**config.mk**
```make
export PLATFORM = sky130hd
export DESIGN_NAME = speech_command_frame_builder
export DESIGN_NICKNAME = d
export VERILOG_FILES = /design/src/scfb_pkg.sv /design/src/scfb_ram.sv /design/src/scfb_front.sv /design/src/scfb_jobq.sv /design/src/scfb_back.sv /design/src/speech_command_frame_builder.sv
export SDC_FILE = /design/constraint.sdc
export NUM_CORES = 1
export LEC_CHECK = 0
export ABC_AREA = 0
export BUFFER_PORTS_ARGS = -buffer_cell sky130_fd_sc_hd__buf_4
export CORE_ASPECT_RATIO = 1.4
export CORE_MARGIN = 2
export CORE_UTILIZATION = 55
export DETAILED_ROUTE_END_ITERATION = 8
export GPL_TIMING_DRIVEN = 0
export HOLD_SLACK_MARGIN = 0.12
export PLACE_DENSITY = 0.71
export SETUP_SLACK_MARGIN = 0.5
export SLEW_MARGIN = 20
export SYNTH_ARGS = -nofsm -noshare
export SYNTH_HDL_FRONTEND = slang
export SYNTH_SLANG_ARGS = --single-unit
```
**constraint.sdc**
```tcl
create_clock -name clk -period 3 [get_ports clk]
set_input_delay 0.3 -clock clk [delete_from_list [all_inputs] [get_ports clk]]
set_output_delay 0.3 -clock clk [all_outputs]
set_load 0.05 [all_outputs]
```
**src/scfb_pkg.sv**
```systemverilog
// ---------------------------------------------------------------------------
// scfb_pkg: shared definitions for the speech command frame builder
// Frame constants, register indexes and the types that pass between the
// front part, the job queue and the back part.
// ---------------------------------------------------------------------------
package scfb_pkg;

  // Default buffer size in bytes for one frame.
  localparam int FRAME_CAPACITY_DEF = 64;

  // Frame layout.
  localparam logic [7:0] FRAME_START    = 8'hFD;
  localparam logic [7:0] FRAME_ZERO     = 8'h00;
  localparam int         FRAME_OVERHEAD = 7;
  localparam int         HEAD_LEN       = 5;
  localparam logic [7:0] LEN_BIAS       = 8'd4;
  localparam int         BKM_SHIFT      = 3;

  // Header byte positions.
  localparam logic [2:0] HEAD_START = 3'd0;
  localparam logic [2:0] HEAD_ZERO  = 3'd1;
  localparam logic [2:0] HEAD_LEN_B = 3'd2;
  localparam logic [2:0] HEAD_CMD   = 3'd3;
  localparam logic [2:0] HEAD_BKM   = 3'd4;

  // Configuration port.
  localparam int         CFG_IDX_W  = 1;
  localparam int         CFG_DATA_W = 8;
  localparam logic [CFG_IDX_W-1:0] REG_BKM = 1'd0;
  localparam logic [CFG_IDX_W-1:0] REG_CMD = 1'd1;
  localparam logic [4:0] BKM_RESET = 5'd0;
  localparam logic [7:0] CMD_RESET = 8'd1;

  // Text count field, wide enough for the largest buffer.
  localparam int COUNT_W = 8;

  // One finished message handed from the front part to the back part.
  typedef struct packed {
    logic               drop;
    logic               bank;
    logic [COUNT_W-1:0] count;
    logic [7:0]         cmd;
    logic [4:0]         bkm;
  } job_t;

  // One result item.
  typedef struct packed {
    logic [7:0] data;
    logic       last;
    logic       drop;
  } res_t;

endpackage

```
**src/scfb_ram.sv**
```systemverilog
// ---------------------------------------------------------------------------
// scfb_ram: generic simple dual-port RAM
// One write port and one read port; the read data is registered.
// ---------------------------------------------------------------------------
module scfb_ram #(
  parameter int WIDTH = 8,
  parameter int DEPTH = 128,
  localparam int AW = $clog2(DEPTH)
) (
  input  logic             clk,
  input  logic             we,
  input  logic [AW-1:0]    waddr,
  input  logic [WIDTH-1:0] wdata,
  input  logic             re,
  input  logic [AW-1:0]    raddr,
  output logic [WIDTH-1:0] rdata
);

  logic [WIDTH-1:0] mem_r [DEPTH];
  logic [WIDTH-1:0] rdata_r;

  // Write port and registered read port.
  always_ff @(posedge clk) begin
    if (we) begin
      mem_r[waddr] <= wdata;
    end
    if (re) begin
      rdata_r <= mem_r[raddr];
    end
  end

  assign rdata = rdata_r;

endmodule

```
**src/scfb_front.sv**
```systemverilog
// ---------------------------------------------------------------------------
// scfb_front: text intake of the frame builder
// Holds the configuration registers, stores text bytes into the current
// buffer bank and hands a job descriptor to the queue on the final byte.
// ---------------------------------------------------------------------------
module scfb_front #(
  parameter int FRAME_CAPACITY = scfb_pkg::FRAME_CAPACITY_DEF,
  localparam int AW = $clog2(FRAME_CAPACITY)
) (
  input  logic                             clk,
  input  logic                             rst_n,
  input  logic                             in_push,
  input  logic [7:0]                       in_text_byte,
  input  logic                             in_is_final,
  output logic                             in_full,
  input  logic                             cfg_we,
  input  logic [scfb_pkg::CFG_IDX_W-1:0]   cfg_idx,
  input  logic [scfb_pkg::CFG_DATA_W-1:0]  cfg_data,
  output logic                             ram_we,
  output logic [AW:0]                      ram_waddr,
  output logic [7:0]                       ram_wdata,
  output logic                             job_push,
  output scfb_pkg::job_t                   job,
  input  logic                             job_full
);

  localparam int TEXT_ROOM = FRAME_CAPACITY - scfb_pkg::FRAME_OVERHEAD;

  logic [AW-1:0] cnt_r, cnt_nxt;
  logic          ovf_r, ovf_nxt;
  logic          bank_r, bank_nxt;
  logic [4:0]    bkm_r;
  logic [7:0]    cmd_r;
  logic          accept;
  logic          has_room;
  logic [AW-1:0] cnt_inc;

  // Configuration registers.
  always_ff @(posedge clk) begin
    if (!rst_n) begin
      bkm_r <= scfb_pkg::BKM_RESET;
      cmd_r <= scfb_pkg::CMD_RESET;
    end else if (cfg_we) begin
      case (cfg_idx)
        scfb_pkg::REG_BKM: bkm_r <= cfg_data[4:0];
        scfb_pkg::REG_CMD: cmd_r <= cfg_data[7:0];
        default: ;
      endcase
    end
  end

  // Both banks busy means the queue is full and intake stalls.
  assign in_full  = job_full;
  assign accept   = in_push & ~job_full;
  assign has_room = (cnt_r < AW'(TEXT_ROOM));
  assign cnt_inc  = cnt_r + AW'(1);

  // Buffer write into the current bank.
  assign ram_we    = accept & has_room;
  assign ram_waddr = {bank_r, cnt_r};
  assign ram_wdata = in_text_byte;

  // Job descriptor for the finished message.
  assign job_push  = accept & in_is_final;
  assign job.drop  = ovf_r | ~has_room;
  assign job.bank  = bank_r;
  assign job.count = scfb_pkg::COUNT_W'(has_room ? cnt_inc : cnt_r);
  assign job.cmd   = cmd_r;
  assign job.bkm   = bkm_r;

  // Count, overflow and bank update per transfer.
  always_comb begin
    cnt_nxt  = cnt_r;
    ovf_nxt  = ovf_r;
    bank_nxt = bank_r;
    if (accept) begin
      if (in_is_final) begin
        cnt_nxt  = '0;
        ovf_nxt  = 1'b0;
        bank_nxt = ~bank_r;
      end else if (has_room) begin
        cnt_nxt = cnt_inc;
      end else begin
        ovf_nxt = 1'b1;
      end
    end
  end

  always_ff @(posedge clk) begin
    if (!rst_n) begin
      cnt_r  <= '0;
      ovf_r  <= 1'b0;
      bank_r <= 1'b0;
    end else begin
      cnt_r  <= cnt_nxt;
      ovf_r  <= ovf_nxt;
      bank_r <= bank_nxt;
    end
  end

endmodule

```
**src/scfb_jobq.sv**
```systemverilog
// ---------------------------------------------------------------------------
// scfb_jobq: two-entry job queue
// Decouples text intake from frame output. An entry stays until its frame
// is fully issued, so the entry count also tracks the buffer banks in use.
// ---------------------------------------------------------------------------
module scfb_jobq (
  input  logic           clk,
  input  logic           rst_n,
  input  logic           push,
  input  scfb_pkg::job_t push_job,
  output logic           full,
  input  logic           pop,
  output logic           empty,
  output scfb_pkg::job_t head
);

  scfb_pkg::job_t ent_r [2];
  logic           wp_r, wp_nxt;
  logic           rp_r, rp_nxt;
  logic [1:0]     cnt_r, cnt_nxt;
  logic           do_push;
  logic           do_pop;

  assign full    = (cnt_r == 2'd2);
  assign empty   = (cnt_r == 2'd0);
  assign head    = ent_r[rp_r];
  assign do_push = push & ~full;
  assign do_pop  = pop & ~empty;

  // Entry storage.
  always_ff @(posedge clk) begin
    if (do_push) begin
      ent_r[wp_r] <= push_job;
    end
  end

  // Pointers and fill count.
  always_comb begin
    wp_nxt  = do_push ? ~wp_r : wp_r;
    rp_nxt  = do_pop ? ~rp_r : rp_r;
    cnt_nxt = cnt_r + 2'(do_push) - 2'(do_pop);
  end

  always_ff @(posedge clk) begin
    if (!rst_n) begin
      wp_r  <= 1'b0;
      rp_r  <= 1'b0;
      cnt_r <= 2'd0;
    end else begin
      wp_r  <= wp_nxt;
      rp_r  <= rp_nxt;
      cnt_r <= cnt_nxt;
    end
  end

endmodule

```
**src/scfb_back.sv**
```systemverilog
// ---------------------------------------------------------------------------
// scfb_back: frame output sequencer
// Walks the header, the buffered text, the terminator and the checksum of
// the job at the queue head, or a single drop notice for a dropped job,
// one byte per cycle into a small result queue while that queue has room.
module scfb_back #(
  parameter int FRAME_CAPACITY = scfb_pkg::FRAME_CAPACITY_DEF,
  localparam int AW = $clog2(FRAME_CAPACITY)
) (
  input  logic           clk,
  input  logic           rst_n,
  input  logic           job_empty,
  input  scfb_pkg::job_t job,
  output logic           job_pop,
  output logic           ram_re,
  output logic [AW:0]    ram_raddr,
  input  logic [7:0]     ram_rdata,
  input  logic           out_pop,
  output logic           out_empty,
  output logic [7:0]     out_frame_byte,
  output logic           out_frame_end,
  output logic           out_dropped
);

  localparam logic [2:0] ST_IDLE = 3'd0;
  localparam logic [2:0] ST_HEAD = 3'd1;
  localparam logic [2:0] ST_TEXT = 3'd2;
  localparam logic [2:0] ST_TERM = 3'd3;
  localparam logic [2:0] ST_SUM  = 3'd4;
  localparam logic [2:0] ST_DROP = 3'd5;

  localparam int OQ_DEPTH = 4;

  logic [2:0]     st_r, st_nxt;
  logic [2:0]     hidx_r, hidx_nxt;
  logic [AW-1:0]  tidx_r, tidx_nxt;
  logic [AW-1:0]  jcnt;
  logic           issue;
  logic           room;

  // Issue-stage outputs, registered into the data stage.
  logic           b_vld_r, b_vld_nxt;
  logic           b_ram_r, b_ram_nxt;
  logic           b_sum_r, b_sum_nxt;
  logic [7:0]     b_const_r, b_const_nxt;
  logic           b_last_r, b_last_nxt;
  logic           b_drop_r, b_drop_nxt;
  logic [7:0]     chk_r, chk_nxt;
  logic [7:0]     b_data;

  // Result queue.
  scfb_pkg::res_t oq_r [OQ_DEPTH];
  logic [1:0]     owp_r, orp_r;
  logic [2:0]     ocnt_r, ocnt_nxt;
  logic           oq_pop;
  scfb_pkg::res_t oq_in;

  assign jcnt  = job.count[AW-1:0];
  assign room  = ((ocnt_r + 3'(b_vld_r)) < 3'(OQ_DEPTH));
  assign issue = (st_r != ST_IDLE) & room;

  // Sequencer: picks the source of the next frame byte.
  always_comb begin
    st_nxt      = st_r;
    hidx_nxt    = hidx_r;
    tidx_nxt    = tidx_r;
    b_vld_nxt   = issue;
    b_ram_nxt   = 1'b0;
    b_sum_nxt   = 1'b0;
    b_const_nxt = scfb_pkg::FRAME_ZERO;
    b_last_nxt  = 1'b0;
    b_drop_nxt  = 1'b0;
    job_pop     = 1'b0;
    ram_re      = 1'b0;
    ram_raddr   = {job.bank, tidx_r};
    case (st_r)
      ST_IDLE: begin
        hidx_nxt = scfb_pkg::HEAD_START;
        tidx_nxt = '0;
        if (!job_empty) begin
          st_nxt = job.drop ? ST_DROP : ST_HEAD;
        end
      end
      ST_HEAD: begin
        case (hidx_r)
          scfb_pkg::HEAD_START: b_const_nxt = scfb_pkg::FRAME_START;
          scfb_pkg::HEAD_LEN_B: b_const_nxt = job.count + scfb_pkg::LEN_BIAS;
          scfb_pkg::HEAD_CMD:   b_const_nxt = job.cmd;
          scfb_pkg::HEAD_BKM:   b_const_nxt = {job.bkm, 3'b000};
          default:              b_const_nxt = scfb_pkg::FRAME_ZERO;
        endcase
        if (issue) begin
          hidx_nxt = hidx_r + 3'd1;
          if (hidx_r == scfb_pkg::HEAD_BKM) begin
            st_nxt = (jcnt == '0) ? ST_TERM : ST_TEXT;
          end
        end
      end
      ST_TEXT: begin
        b_ram_nxt = 1'b1;
        ram_re    = issue;
        if (issue) begin
          tidx_nxt = tidx_r + AW'(1);
          if ((tidx_r + AW'(1)) == jcnt) begin
            st_nxt = ST_TERM;
          end
        end
      end
      ST_TERM: begin
        if (issue) begin
          st_nxt = ST_SUM;
        end
      end
      ST_SUM: begin
        b_sum_nxt  = 1'b1;
        b_last_nxt = 1'b1;
        if (issue) begin
          st_nxt  = ST_IDLE;
          job_pop = 1'b1;
        end
      end
      ST_DROP: begin
        b_last_nxt = 1'b1;
        b_drop_nxt = 1'b1;
        if (issue) begin
          st_nxt  = ST_IDLE;
          job_pop = 1'b1;
        end
      end
      default: begin
        st_nxt = ST_IDLE;
      end
    endcase
  end

  // Data stage: merge buffer data and fold the running checksum.
  assign b_data = b_sum_r ? chk_r : (b_ram_r ? ram_rdata : b_const_r);

  always_comb begin
    chk_nxt = chk_r;
    if (b_vld_r) begin
      chk_nxt = (b_last_r) ? 8'h00 : (chk_r ^ b_data);
    end
  end

  assign oq_in.data = b_data;
  assign oq_in.last = b_last_r;
  assign oq_in.drop = b_drop_r;

  always_ff @(posedge clk) begin
    b_ram_r   <= b_ram_nxt;
    b_sum_r   <= b_sum_nxt;
    b_const_r <= b_const_nxt;
    b_last_r  <= b_last_nxt;
    b_drop_r  <= b_drop_nxt;
    if (!rst_n) begin
      st_r    <= ST_IDLE;
      hidx_r  <= scfb_pkg::HEAD_START;
      tidx_r  <= '0;
      b_vld_r <= 1'b0;
      chk_r   <= 8'h00;
    end else begin
      st_r    <= st_nxt;
      hidx_r  <= hidx_nxt;
      tidx_r  <= tidx_nxt;
      b_vld_r <= b_vld_nxt;
      chk_r   <= chk_nxt;
    end
  end

  // Result queue; issue is held back so it never overflows.
  assign out_empty      = (ocnt_r == 3'd0);
  assign oq_pop         = out_pop & ~out_empty;
  assign out_frame_byte = oq_r[orp_r].data;
  assign out_frame_end  = oq_r[orp_r].last;
  assign out_dropped    = oq_r[orp_r].drop;
  assign ocnt_nxt       = ocnt_r + 3'(b_vld_r) - 3'(oq_pop);

  always_ff @(posedge clk) begin
    if (b_vld_r) begin
      oq_r[owp_r] <= oq_in;
    end
  end

  always_ff @(posedge clk) begin
    if (!rst_n) begin
      owp_r  <= 2'd0;
      orp_r  <= 2'd0;
      ocnt_r <= 3'd0;
    end else begin
      owp_r  <= owp_r + 2'(b_vld_r);
      orp_r  <= orp_r + 2'(oq_pop);
      ocnt_r <= ocnt_nxt;
    end
  end

endmodule

```
**src/speech_command_frame_builder.sv**
```systemverilog
// ---------------------------------------------------------------------------
// speech_command_frame_builder: XOR-checksummed speech command framer
// Buffers the text of one message and sends it framed with a header, a
// terminator and an XOR checksum, or a single drop notice if too long.
// ---------------------------------------------------------------------------
//  Channel   Direction  Handshake           Payload
//  in_       input      in_push / in_full   in_text_byte, in_is_final
//  out_      output     out_pop / out_empty out_frame_byte, out_frame_end,
//                                           out_dropped
//  cfg_      input      cfg_we              cfg_idx, cfg_data
//
//  Text bytes are taken one per cycle and written into one of two buffer
//  banks. A frame of N text bytes is N + 7 bytes long and leaves at one
//  byte per cycle. Intake stalls only while both banks hold messages not
//  yet fully issued; output stalls are absorbed by a four-entry result queue.
//  Reset is synchronous and active low; no clearing pass is needed.
// ---------------------------------------------------------------------------
module speech_command_frame_builder #(
  parameter int FRAME_CAPACITY = scfb_pkg::FRAME_CAPACITY_DEF
) (
  input  logic                            clk,
  input  logic                            rst_n,
  input  logic                            in_push,
  output logic                            in_full,
  input  logic [7:0]                      in_text_byte,
  input  logic                            in_is_final,
  input  logic                            out_pop,
  output logic                            out_empty,
  output logic [7:0]                      out_frame_byte,
  output logic                            out_frame_end,
  output logic                            out_dropped,
  input  logic                            cfg_we,
  input  logic [scfb_pkg::CFG_IDX_W-1:0]  cfg_idx,
  input  logic [scfb_pkg::CFG_DATA_W-1:0] cfg_data
);

  localparam int AW = $clog2(FRAME_CAPACITY);

  logic           ram_we;
  logic [AW:0]    ram_waddr;
  logic [7:0]     ram_wdata;
  logic           ram_re;
  logic [AW:0]    ram_raddr;
  logic [7:0]     ram_rdata;
  logic           job_push;
  logic           job_full;
  logic           job_pop;
  logic           job_empty;
  scfb_pkg::job_t job_in;
  scfb_pkg::job_t job_head;

  // Text intake and configuration.
  scfb_front #(.FRAME_CAPACITY(FRAME_CAPACITY)) u_front (
    .clk          (clk),
    .rst_n        (rst_n),
    .in_push      (in_push),
    .in_text_byte (in_text_byte),
    .in_is_final  (in_is_final),
    .in_full      (in_full),
    .cfg_we       (cfg_we),
    .cfg_idx      (cfg_idx),
    .cfg_data     (cfg_data),
    .ram_we       (ram_we),
    .ram_waddr    (ram_waddr),
    .ram_wdata    (ram_wdata),
    .job_push     (job_push),
    .job          (job_in),
    .job_full     (job_full)
  );

  // Two-bank text buffer.
  scfb_ram #(.WIDTH(8), .DEPTH(2 ** (AW + 1))) u_ram (
    .clk   (clk),
    .we    (ram_we),
    .waddr (ram_waddr),
    .wdata (ram_wdata),
    .re    (ram_re),
    .raddr (ram_raddr),
    .rdata (ram_rdata)
  );

  // Job queue between intake and output.
  scfb_jobq u_jobq (
    .clk      (clk),
    .rst_n    (rst_n),
    .push     (job_push),
    .push_job (job_in),
    .full     (job_full),
    .pop      (job_pop),
    .empty    (job_empty),
    .head     (job_head)
  );

  // Frame output.
  scfb_back #(.FRAME_CAPACITY(FRAME_CAPACITY)) u_back (
    .clk            (clk),
    .rst_n          (rst_n),
    .job_empty      (job_empty),
    .job            (job_head),
    .job_pop        (job_pop),
    .ram_re         (ram_re),
    .ram_raddr      (ram_raddr),
    .ram_rdata      (ram_rdata),
    .out_pop        (out_pop),
    .out_empty      (out_empty),
    .out_frame_byte (out_frame_byte),
    .out_frame_end  (out_frame_end),
    .out_dropped    (out_dropped)
  );

endmodule

```
======== After elaboration in Yosys (flattened, before gate mapping) ========
Memory sizes are Yosys's and may differ from the RTL's. A register that Yosys moved wholly into a read port is not among the register bits.
Index checks and enable logic that the tools add are counted.
word-level totals
  word-level logic and storage cells ...... 128
  bits in registers ....................... 65
  memories ................................ 3
  output and inout bits ................... 12
  bits in writable memories ............... 1106
  bits of input ports ..................... 23
memory list
  memory        words  bits a word  read ports  clocked after Yosys merged registers in  wr ports  line             RTL
  u_ram.mem_r   128    8            1           1                                        1         scfb_ram.sv:19   logic [WIDTH-1:0] mem_r [DEPTH];
  u_jobq.ent_r  2      21           1           1                                        1         scfb_jobq.sv:17  scfb_pkg::job_t ent_r [2];
  u_back.oq_r   4      10           1           1                                        1         scfb_back.sv:52  scfb_pkg::res_t oq_r [OQ_DEPTH];
cells by class
  equality and inequality tests ........... 18
  add/sub/neg operators ................... 10
  reductions and logical operators ........ 18
  magnitude comparators ................... 2
  mux-type cells .......................... 39
  bitwise gates (word level) .............. 17
operators by type and width
  kind                   count
  $pmux W8 S4            1
  $mux W3                9
  $mux W6                4
  $mux W8                3
  $mux W1                18
  $pmux W3 S5            1
  $reduce_and A2 Y1      7
  $add A6 B1 Y6 const B  2
  $eq A3 B2 Y1 const B   4
  $ne A2 B1 Y1 const B   6
  $pmux W6 S2            1
  $eq A3 B3 Y1 const B   3
  $logic_not A3 Y1       3
  $add A8 B3 Y8 const B  1
  $not A1 Y1             8
  $xor A8 B8 Y8          1
  $and A1 B1 Y1          7
  $reduce_and A7 Y1      1
  $add A2 B1 Y2          3
  $eq A6 B6 Y1           1
  $logic_not A6 Y1       1
  $lt A6 B6 Y1 const B   1
  $pmux W3 S2            1
  $reduce_bool A2 Y1     3
  other kinds (13)       14

======== Depth between registers and ports, before layout ========
Gate-level depths: netlist of the first run.
  word-level depth ........................ 8
  mapped depth ............................ 11
  depth with buffers taken out ............ 11

======== Cells and area by module ========
Synthesis of the first run repeated with hierarchy kept, for this count alone.
unflattened totals
  cell total of the unflattened synthesis .. 2187
  area total of the unflattened synthesis .. 46503.4 µm²
modules (own cells, without submodules)
  module      seq. area each (µm²)  instances  cells an instance  area an instance (µm²)
  scfb_ram    30989.7               1          1635               39745.6
  scfb_back   2001.9                1          319                3699.8
  scfb_jobq   1481.4                1          98                 1896.8
  scfb_front  420.4                 1          135                1161.1

======== Worst setup path after synthesis of the first run ========
Ideal clock, no wire load.
  path type ............................... register to register
  start ................................... reg u_back.ocnt_r[0]
  end ..................................... reg u_back.ocnt_r[2]
  arrival ................................. 2.329 ns
  setup slack ............................. 0.556 ns
  setup time .............................. 0.115 ns
  stages on the path, launching flop included .. 7
  cells stage by stage .................... dfxtp_1 -> nor3_1 -> nor2b_1 -> ha_1 -> ha_1 -> xnor2_1 -> and2_1
on the way
  word-level cells in the longest chain between the ends .. 4
  elaborated cells on any way between the ends .. 5
RTL lines
  what                    line                                RTL
  from (decl)             scfb_back.sv:54                     logic [2:0] ocnt_r, ocnt_nxt;
  from (signal assigned)  scfb_back.sv:193                    ocnt_r <= ocnt_nxt;
  $logic_not A3 Y1        scfb_back.sv:172                    assign out_empty = (ocnt_r == 3'd0);
  net out_empty           speech_command_frame_builder.sv:28  output logic out_empty,
  $not A1 Y1              scfb_back.sv:173                    assign oq_pop = out_pop & ~out_empty;
  $and A1 B1 Y1           scfb_back.sv:173
  $sub A3 B1 Y3           scfb_back.sv:177                    assign ocnt_nxt = ocnt_r + 3'(b_vld_r) - 3'(oq_pop);
The timed path passes the listed nets, and every way through them passes these cells.
A chain may end at the register's enable or synchronous reset.

==> metrics.csv, run 1 <==
metric;value;unit
Post-synth EDFFs;1114;
vias in the first global route;24310;
simple-gate portion of the synthesized area;3.974;%
most frequent cells in the layout;edfxtp_1 (1114), mux4_2 (266), clkbuf_16 (113), nor2_4 (111), nor2_1 (72);
FILL cells;5138;
Area Growth Syn to Fin;19.00;%
Syn Inst Count;2302;
critical path class;register to register;
cell-internal power;0.02623;W
M3 GR Usage;4.181;%
Worst path most repeated cell;buf_12;
Most used DFF post-synth;edfxtp_1;
power density over the cells;608.9;nW/um^2
DR vias/cell;6.272;
area leader, netlist;edfxtp_1;
main combinational cell family by area after synthesis;multiplexers;
DR vias;23460;
leading cell type in the layout, fill and taps excluded;edfxtp_1;
RePlAce Congestion;0.8665;
CTS tree;yes;
Die W;247.7;um
RSZ-0062 raised after global routing;yes;
CP endpoint kind;register;
clock-pin slew on the worst setup and hold paths;60;ps
initial core utilization;55.29;%
maximum clock frequency;0.3747;GHz
CP startpoint;u_back.tidx_r[0]$_SDFFE_PN0P_;
clock sink total;1180;
Setup TNS;0;ps
Net Sw Frac;20.85;%
Tightest Pin Transition;1191;ps
Worst VDD drop;0.5774;mV
Synth Area in Compound Gates;2.757;%
Worst Path Required;3420;ps
Max-Cap Viols;0;
top cells by area, synth;edfxtp_1 (73%), mux4_2 (13%), dfxtp_1 (2.9%);
pin count of the biggest net entering global routing;129;
Unique masters post-synth;52;
DR iter-0 viols;2407;
maximum buffer depth of the clock tree;3;
GRT Total Usage;25.91;%
Flop pwr share;55.2;%
met1 Resource Use GR;31.19;%
Rows;125;
global-route wire length before repair;160.2;mm
routed len/inst;29.41;um
net switching power figure;0.006910;W
Detail Route Antenna Nets;0;
GR Overflow Total;0;
clock power share;40.6;%
Seq cells post-synth;1180;
Clock Skew;23.61;ps
Pins Over Slew Limit;0;
Setup violations, final;0;
Syn. warnings;0;
total length of routed wires;110.0;mm
core area;82740;sq um
asr flop ratio synth;0;%
combinational share of power;4.2;%
Worst slew margin;20.61;%
leakage power;16.72;nW
IO buf count;31;
post-synth top area share;73.13;%
synthesized area;45740;sq um
DIE AREA;85520;sq um
clk root buf;clkbuf_16;
Hold/Removal Path Class;input port to register;
diodes inserted;0;
worst skew pair latency;680;ps
mux contribution to synthesized area;14.69;%
htree depth;3;
Most Used Layer, Global Route;met2;
top-level I/O count;35;
final clock period utilization by the worst path;88.96;%
initial antenna violation count;2;
CTS buffer count;105;
XOR/XNOR share of the synthesized area;0.5361;%
Final Instance Count excl. Fillers;3740;
CP max stage cell;mux4_2;
# DRC;0;
crit path launch type;register;
Fin. Hold Viols;0;
hpwl dp;68.37;mm
status;complete, no violations;
layout cell share with drive strength beyond 1;33.63;%
worst r2r src;u_back.tidx_r[0]$_SDFFE_PN0P_;
Synth Area in Adders;0.4650;%
synthesized area per cell;19.87;sq um
Worst Path Max Fanout;10;
worst hold path startpoint;rst_n;
Final nets;2616;
TritonRoute pass-1 iters;6;
arrival time at the worst endpoint;3080;ps
die span in y;345.2;um
slowest stage delay, CP;530;ps
met2 GRT Util;45.27;%
Placed Instances;3477;
min Tclk post-route;2669;ps
Seq/Total Area, Yosys;76.02;%
CP cell instances;buf_12, buf_12, buf_12, mux4_2, mux2_4, o22ai_4, nor4_1, a211o_1;
## critical path, delay by kind of cell (launching register included)
kind,cells,cell delay (ps)
mux,2,840
compound gates,2,610
buf+inv,3,440
flops,1,390
simple gates,1,100
## metal layers
| metal | routed length (um) | vias to the layer above |
|---|---|---|
| met5 | 13 | - |
| met4 | 6083 | 2 |
| met3 | 6851 | 269 |
| met2 | 58590 | 1026 |
| met1 | 38460 | 12270 |
| li1 | - | 9893 |
## cell type report
class                   instances  area (sq um)  share of cell area, %
flip-flops and latches       1180         34780                  63.89
repair buffers                104          1190                  2.186
clock inverters                56         574.3                  1.055
plain buffers                 127          1229                  2.257
well taps                    1079          1350                  2.480
multi-input cells            1039         12350                  22.69
clock buffers                 136          2888                  5.305
inverters                      19         71.32                 0.1310
## stage by stage
| step | utilization [%] | cell area, sq um | total power (W) | worst slack [ps] | hold slack [ps] |
|---|---|---|---|---|---|
| 3_5_place_dp | 57.56 | 47630 | 0.01990 | -1084 | 446.8 |
| 2_1_floorplan | - | 45980 | 0.01932 | 555.7 | 398.9 |
| 3_3_place_gp | 57.49 | 47560 | 0.01984 | -1096 | 429.9 |
| 4_1_cts | 65.00 | 53780 | 0.03321 | 324.4 | 124.2 |
| 6_report | 65.79 | 54430 | 0.03314 | 331.3 | 113.7 |
| 5_1_grt | 65.79 | 54430 | 0.03399 | 298.1 | 130.6 |
## registers in the layout, summed over array words and instances (netlist names), 2 cells and up, named ones only
name and cells:
u_ram.mem_r 1024, u_jobq.ent_r 42, u_back.oq_r 40, u_back.b_const_r 8, u_back.chk_r 8, u_front.cmd_r 8
u_ram.rdata 8, u_back.tidx_r 6, u_front.cnt_r 6, u_front.bkm_r 5, u_back.hidx_r 3, u_back.ocnt_r 3
u_back.st_r 3, u_back.orp_r 2, u_back.owp_r 2, u_jobq.cnt_r 2
## final timing paths
| path | end | slack [ps] | depth (start not counted) |
|---|---|---|---|
| max | u_ram.rdata[5]$_DFFE_PP_ | 330 | 8 |
| min | u_back.st_r[1]$_SDFFE_PN0P_ | 110 | 2 |
| max reg2reg | u_ram.rdata[5]$_DFFE_PP_ | 330 | 8 |
| min reg2reg | u_jobq.ent_r[1][3]$_DFFE_PP_ | 460 | 0 |
## synthesized netlist by cell type (17+ instances only)
cell         n
mux4_2     266
clkbuf_1    68
a21oi_1     23
o21ai_0     33
ha_1        17
mux2_2      37
nand2_1     69
dfxtp_1     66
buf_4       23
and2_1      17
o22ai_1     96
nand3_1     28
mux2i_1     31
buf_2       19
inv_1       19
nor2b_1     19
nor2_1     195
edfxtp_1  1114
## power groups by stage
stage	sequential [W]	combinational (W)	clock, W
floorplan	0.0186	0.000696	0
global placement	0.0186	0.00119	0
detailed placement	0.0187	0.00124	0
CTS	0.0183	0.00133	0.0136
global route	0.0183	0.00149	0.0142
finish	0.0183	0.00138	0.0135
## cells by family (layout without fill, tap and decap cells)
logic type      after synthesis  in the layout
compound gates              198            198
xor+xnor                     28             28
fa+ha+maj                    17             17
buf+inv                     146            442
flops                      1180           1180
mux                         334            334
other cells                   1             64
simple gates                398            398
## repair_timing
| action | CTS | global route |
|---|---|---|
| gates cloned | 3 | 2 |
| pin swaps | 37 | 21 |
| buffers inserted | 28 | 13 |
| endpoints found under the setup margin | 995 | 916 |
| hold endpoints to repair | 19 | 4 |
| hold buffers | 22 | 1 |
| resized for setup | 505 | 103 |
Power figures use the tool's default switching activity.
==> inputs of run 2 (changes only) <==
--- a/config.mk
+++ b/config.mk
@@ -6,12 +6,12 @@
 export NUM_CORES = 1
 export LEC_CHECK = 0
 export ABC_AREA = 0
+export ABC_CLOCK_PERIOD_IN_PS = 3000
 export BUFFER_PORTS_ARGS = -buffer_cell sky130_fd_sc_hd__buf_4
 export CORE_ASPECT_RATIO = 1.4
 export CORE_MARGIN = 2
 export CORE_UTILIZATION = 55
 export DETAILED_ROUTE_END_ITERATION = 8
-export GPL_TIMING_DRIVEN = 0
 export HOLD_SLACK_MARGIN = 0.12
 export PLACE_DENSITY = 0.71
 export SETUP_SLACK_MARGIN = 0.5
==> run 2 against run 1 <==
Compared with the run above: clock skew rose by 3.8 ps; register-to-register slack got worse by 40 ps; clock power barely moved; highest routed layer is now met4; first-iteration DRC count rose by 20%; flip-flop and latch count did not move; design area rose by 0.19%; via count rose by 1.8%; sequential power barely moved; worst hold slack improved by 31 ps; core utilization rose by 0.13 points; sequential share of layout area fell by 0.11 points.
==> metrics.csv, run 2 (synthesis gave the netlist of run 1 again) <==
metric;value;unit;change
status;complete, no violations;;unchanged
worst skew pair latency;690;ps;was 680 ps
maximum clock frequency;0.3698;GHz;was 0.3747 GHz
DR vias/cell;6.338;;was 6.272
Worst Path Required;3300;ps;was 3420 ps
# DRC;0;;unchanged
hpwl dp;66.16;mm;was 68.37 mm
IO buf count;34;;was 31
core area;82740;sq um;unchanged
DR iter-0 viols;2895;;was 2407
Placed Instances;3459;;was 3477
RePlAce Congestion;0.8825;;was 0.8665
arrival time at the worst endpoint;3010;ps;was 3080 ps
Final nets;2638;;was 2616
maximum buffer depth of the clock tree;3;;unchanged
final clock period utilization by the worst path;90.14;%;was 88.96%
global-route wire length before repair;160.1;mm;was 160.2 mm
power density over the cells;608.4;nW/um^2;was 608.9 nW/um^2
leakage power;16.99;nW;was 16.72 nW
clock-pin slew on the worst setup and hold paths;70;ps;was 60 ps
Area Growth Syn to Fin;19.23;%;was 19.00%
top flop regs;u_ram.mem_r: 1024 flops, u_jobq.ent_r: 42 flops, u_back.oq_r: 40 flops;;unchanged
CP cell instances;buf_4, nor2b_1, nand3_1, nor2_1;;was buf_12, buf_12, buf_12, mux4_2, mux2_4, o22ai_4, nor4_1, a211o_1
die span in y;345.2;um;unchanged
Worst slew margin;39.28;%;was 20.61%
Clock Skew;27.39;ps;was 23.61 ps
Max-Cap Viols;0;;unchanged
diodes inserted;0;;unchanged
DP Area;48120;sq um;was 47630 sq um
max reg flops;1024;;unchanged
Worst Path Max Fanout;9;;was 10
routed len/inst;29.23;um;was 29.41 um
DIE AREA;85520;sq um;unchanged
total length of routed wires;110.1;mm;was 110.0 mm
crit path launch type;register;;unchanged
Final Instance Count excl. Fillers;3768;;was 3740
GRT Total Usage;25.81;%;was 25.91%
initial core utilization;55.29;%;unchanged
Tot Pwr;0.03318;W;was 0.03314 W
fin area;54540;sq um;was 54430 sq um
CP max stage cell;nor2_1;;was mux4_2
Pins Over Slew Limit;0;;unchanged
vias in the first global route;24300;;was 24310
clk root buf;clkbuf_16;;unchanged
Min Hold Slack;144.3;ps;was 113.7 ps
GR Overflow Total;0;;unchanged
layout cell share with drive strength beyond 1;34.10;%;was 33.63%
Setup TNS;0;ps;unchanged
Detail Route Antenna Nets;0;;unchanged
Rows;125;;unchanged
Tightest Pin Transition;907.4;ps;was 1191 ps
Hold/Removal Path Class;input port to register;;unchanged
Worst VDD drop;0.6188;mV;was 0.5774 mV
CTS buffer count;106;;was 105
clock sink total;1180;;unchanged
Die W;247.7;um;unchanged
Biggest register;u_ram.mem_r;;unchanged
TritonRoute pass-1 iters;6;;unchanged
CTS tree;yes;;unchanged
critical path class;register to register;;unchanged
RSZ-0062 raised after global routing;yes;;unchanged
slowest stage delay, CP;850;ps;was 530 ps
pin count of the biggest net entering global routing;95;;was 129
most frequent cells in the layout;edfxtp_1 (1114), mux4_2 (266), buf_4 (142), clkbuf_16 (114), nor2_1 (76);;was edfxtp_1 (1114), mux4_2 (266), clkbuf_16 (113), nor2_4 (111), nor2_1 (72)
Setup violations, final;0;;unchanged
Fin. Hold Viols;0;;unchanged
top-level I/O count;35;;unchanged
min Tclk post-route;2704;ps;was 2669 ps
DR vias;23880;;was 23460
initial antenna violation count;0;;was 2
leading cell type in the layout, fill and taps excluded;edfxtp_1;;unchanged
CP endpoint kind;register;;unchanged
htree depth;3;;unchanged
run 2: power breakdown:
group | switching (W) | total (W) | internal [W] | leakage, nW
logic | 0.000905 | 0.00134 | 0.000435 | 4.67
clock network | 0.00604 | 0.0135 | 0.00748 | 1.70
registers | 0.000113 | 0.0183 | 0.0182 | 10.6
run 2: path summary, 6_finish.rpt:
path	start	end	slack [ps]	cells after the start
setup / recovery	u_front.cnt_r[5]$_SDFFE_PN0P_	u_ram.mem_r[95][1]$_DFFE_PP_	300	4
hold reg to reg	u_front.cmd_r[0]$_SDFFE_PN1P_	u_jobq.ent_r[0][5]$_DFFE_PP_	460	0
hold / removal	in_text_byte[3]	u_ram.mem_r[73][3]$_DFFE_PP_	140	1
setup reg to reg	u_front.cnt_r[5]$_SDFFE_PN0P_	u_ram.mem_r[95][1]$_DFFE_PP_	300	4
run 2: what timing repair did:
action / in CTS / in global routing
pin swaps: 17 / 24
hold buffers: 20 / 1
setup endpoints to repair: 709 / 902
cloned: 11 / 3
gates resized for setup: 199 / 186
setup buffers: 41 / 33
endpoints found under the hold margin: 47 / 26
run 2: layout make-up:
type,count,area [sq um]
Multi-Input combinational cell,1039,11890
Clock inverter,70,603.1
Sequential cell,1180,34780
Tap cell,1079,1350
Clock buffer,129,2875
Inverter,19,75.07
Fill cell,5166,28200
Timing Repair Buffer,252,2960
run 2: critical path: cells and delay by family, from the launching register on:
| family | cells | cell delay, ps |
|---|---|---|
| AND/OR/NAND/NOR | 3 | 1830 |
| flip-flops | 1 | 310 |
| buffers and inverters | 1 | 170 |
run 2: metrics by stage:
step	utilization [%]	worst slack (ps)
global placement	58.16	122.7
global route	65.92	256.3
finish	65.92	295.9
CTS	64.41	327.1
detailed placement	58.16	49.36
floorplan	-	555.7
run 2: metal layers:
metal | part of all wire [%] | global-route usage, % | vias to the layer above
li1 | - | - | 9949
met1 | 36 | 33.90 | 12500
met2 | 52 | 43.48 | 1216
met3 | 7.6 | 3.777 | 217
met4 | 4.0 | 10.53 | 0
met5 | 0 | 0 | -
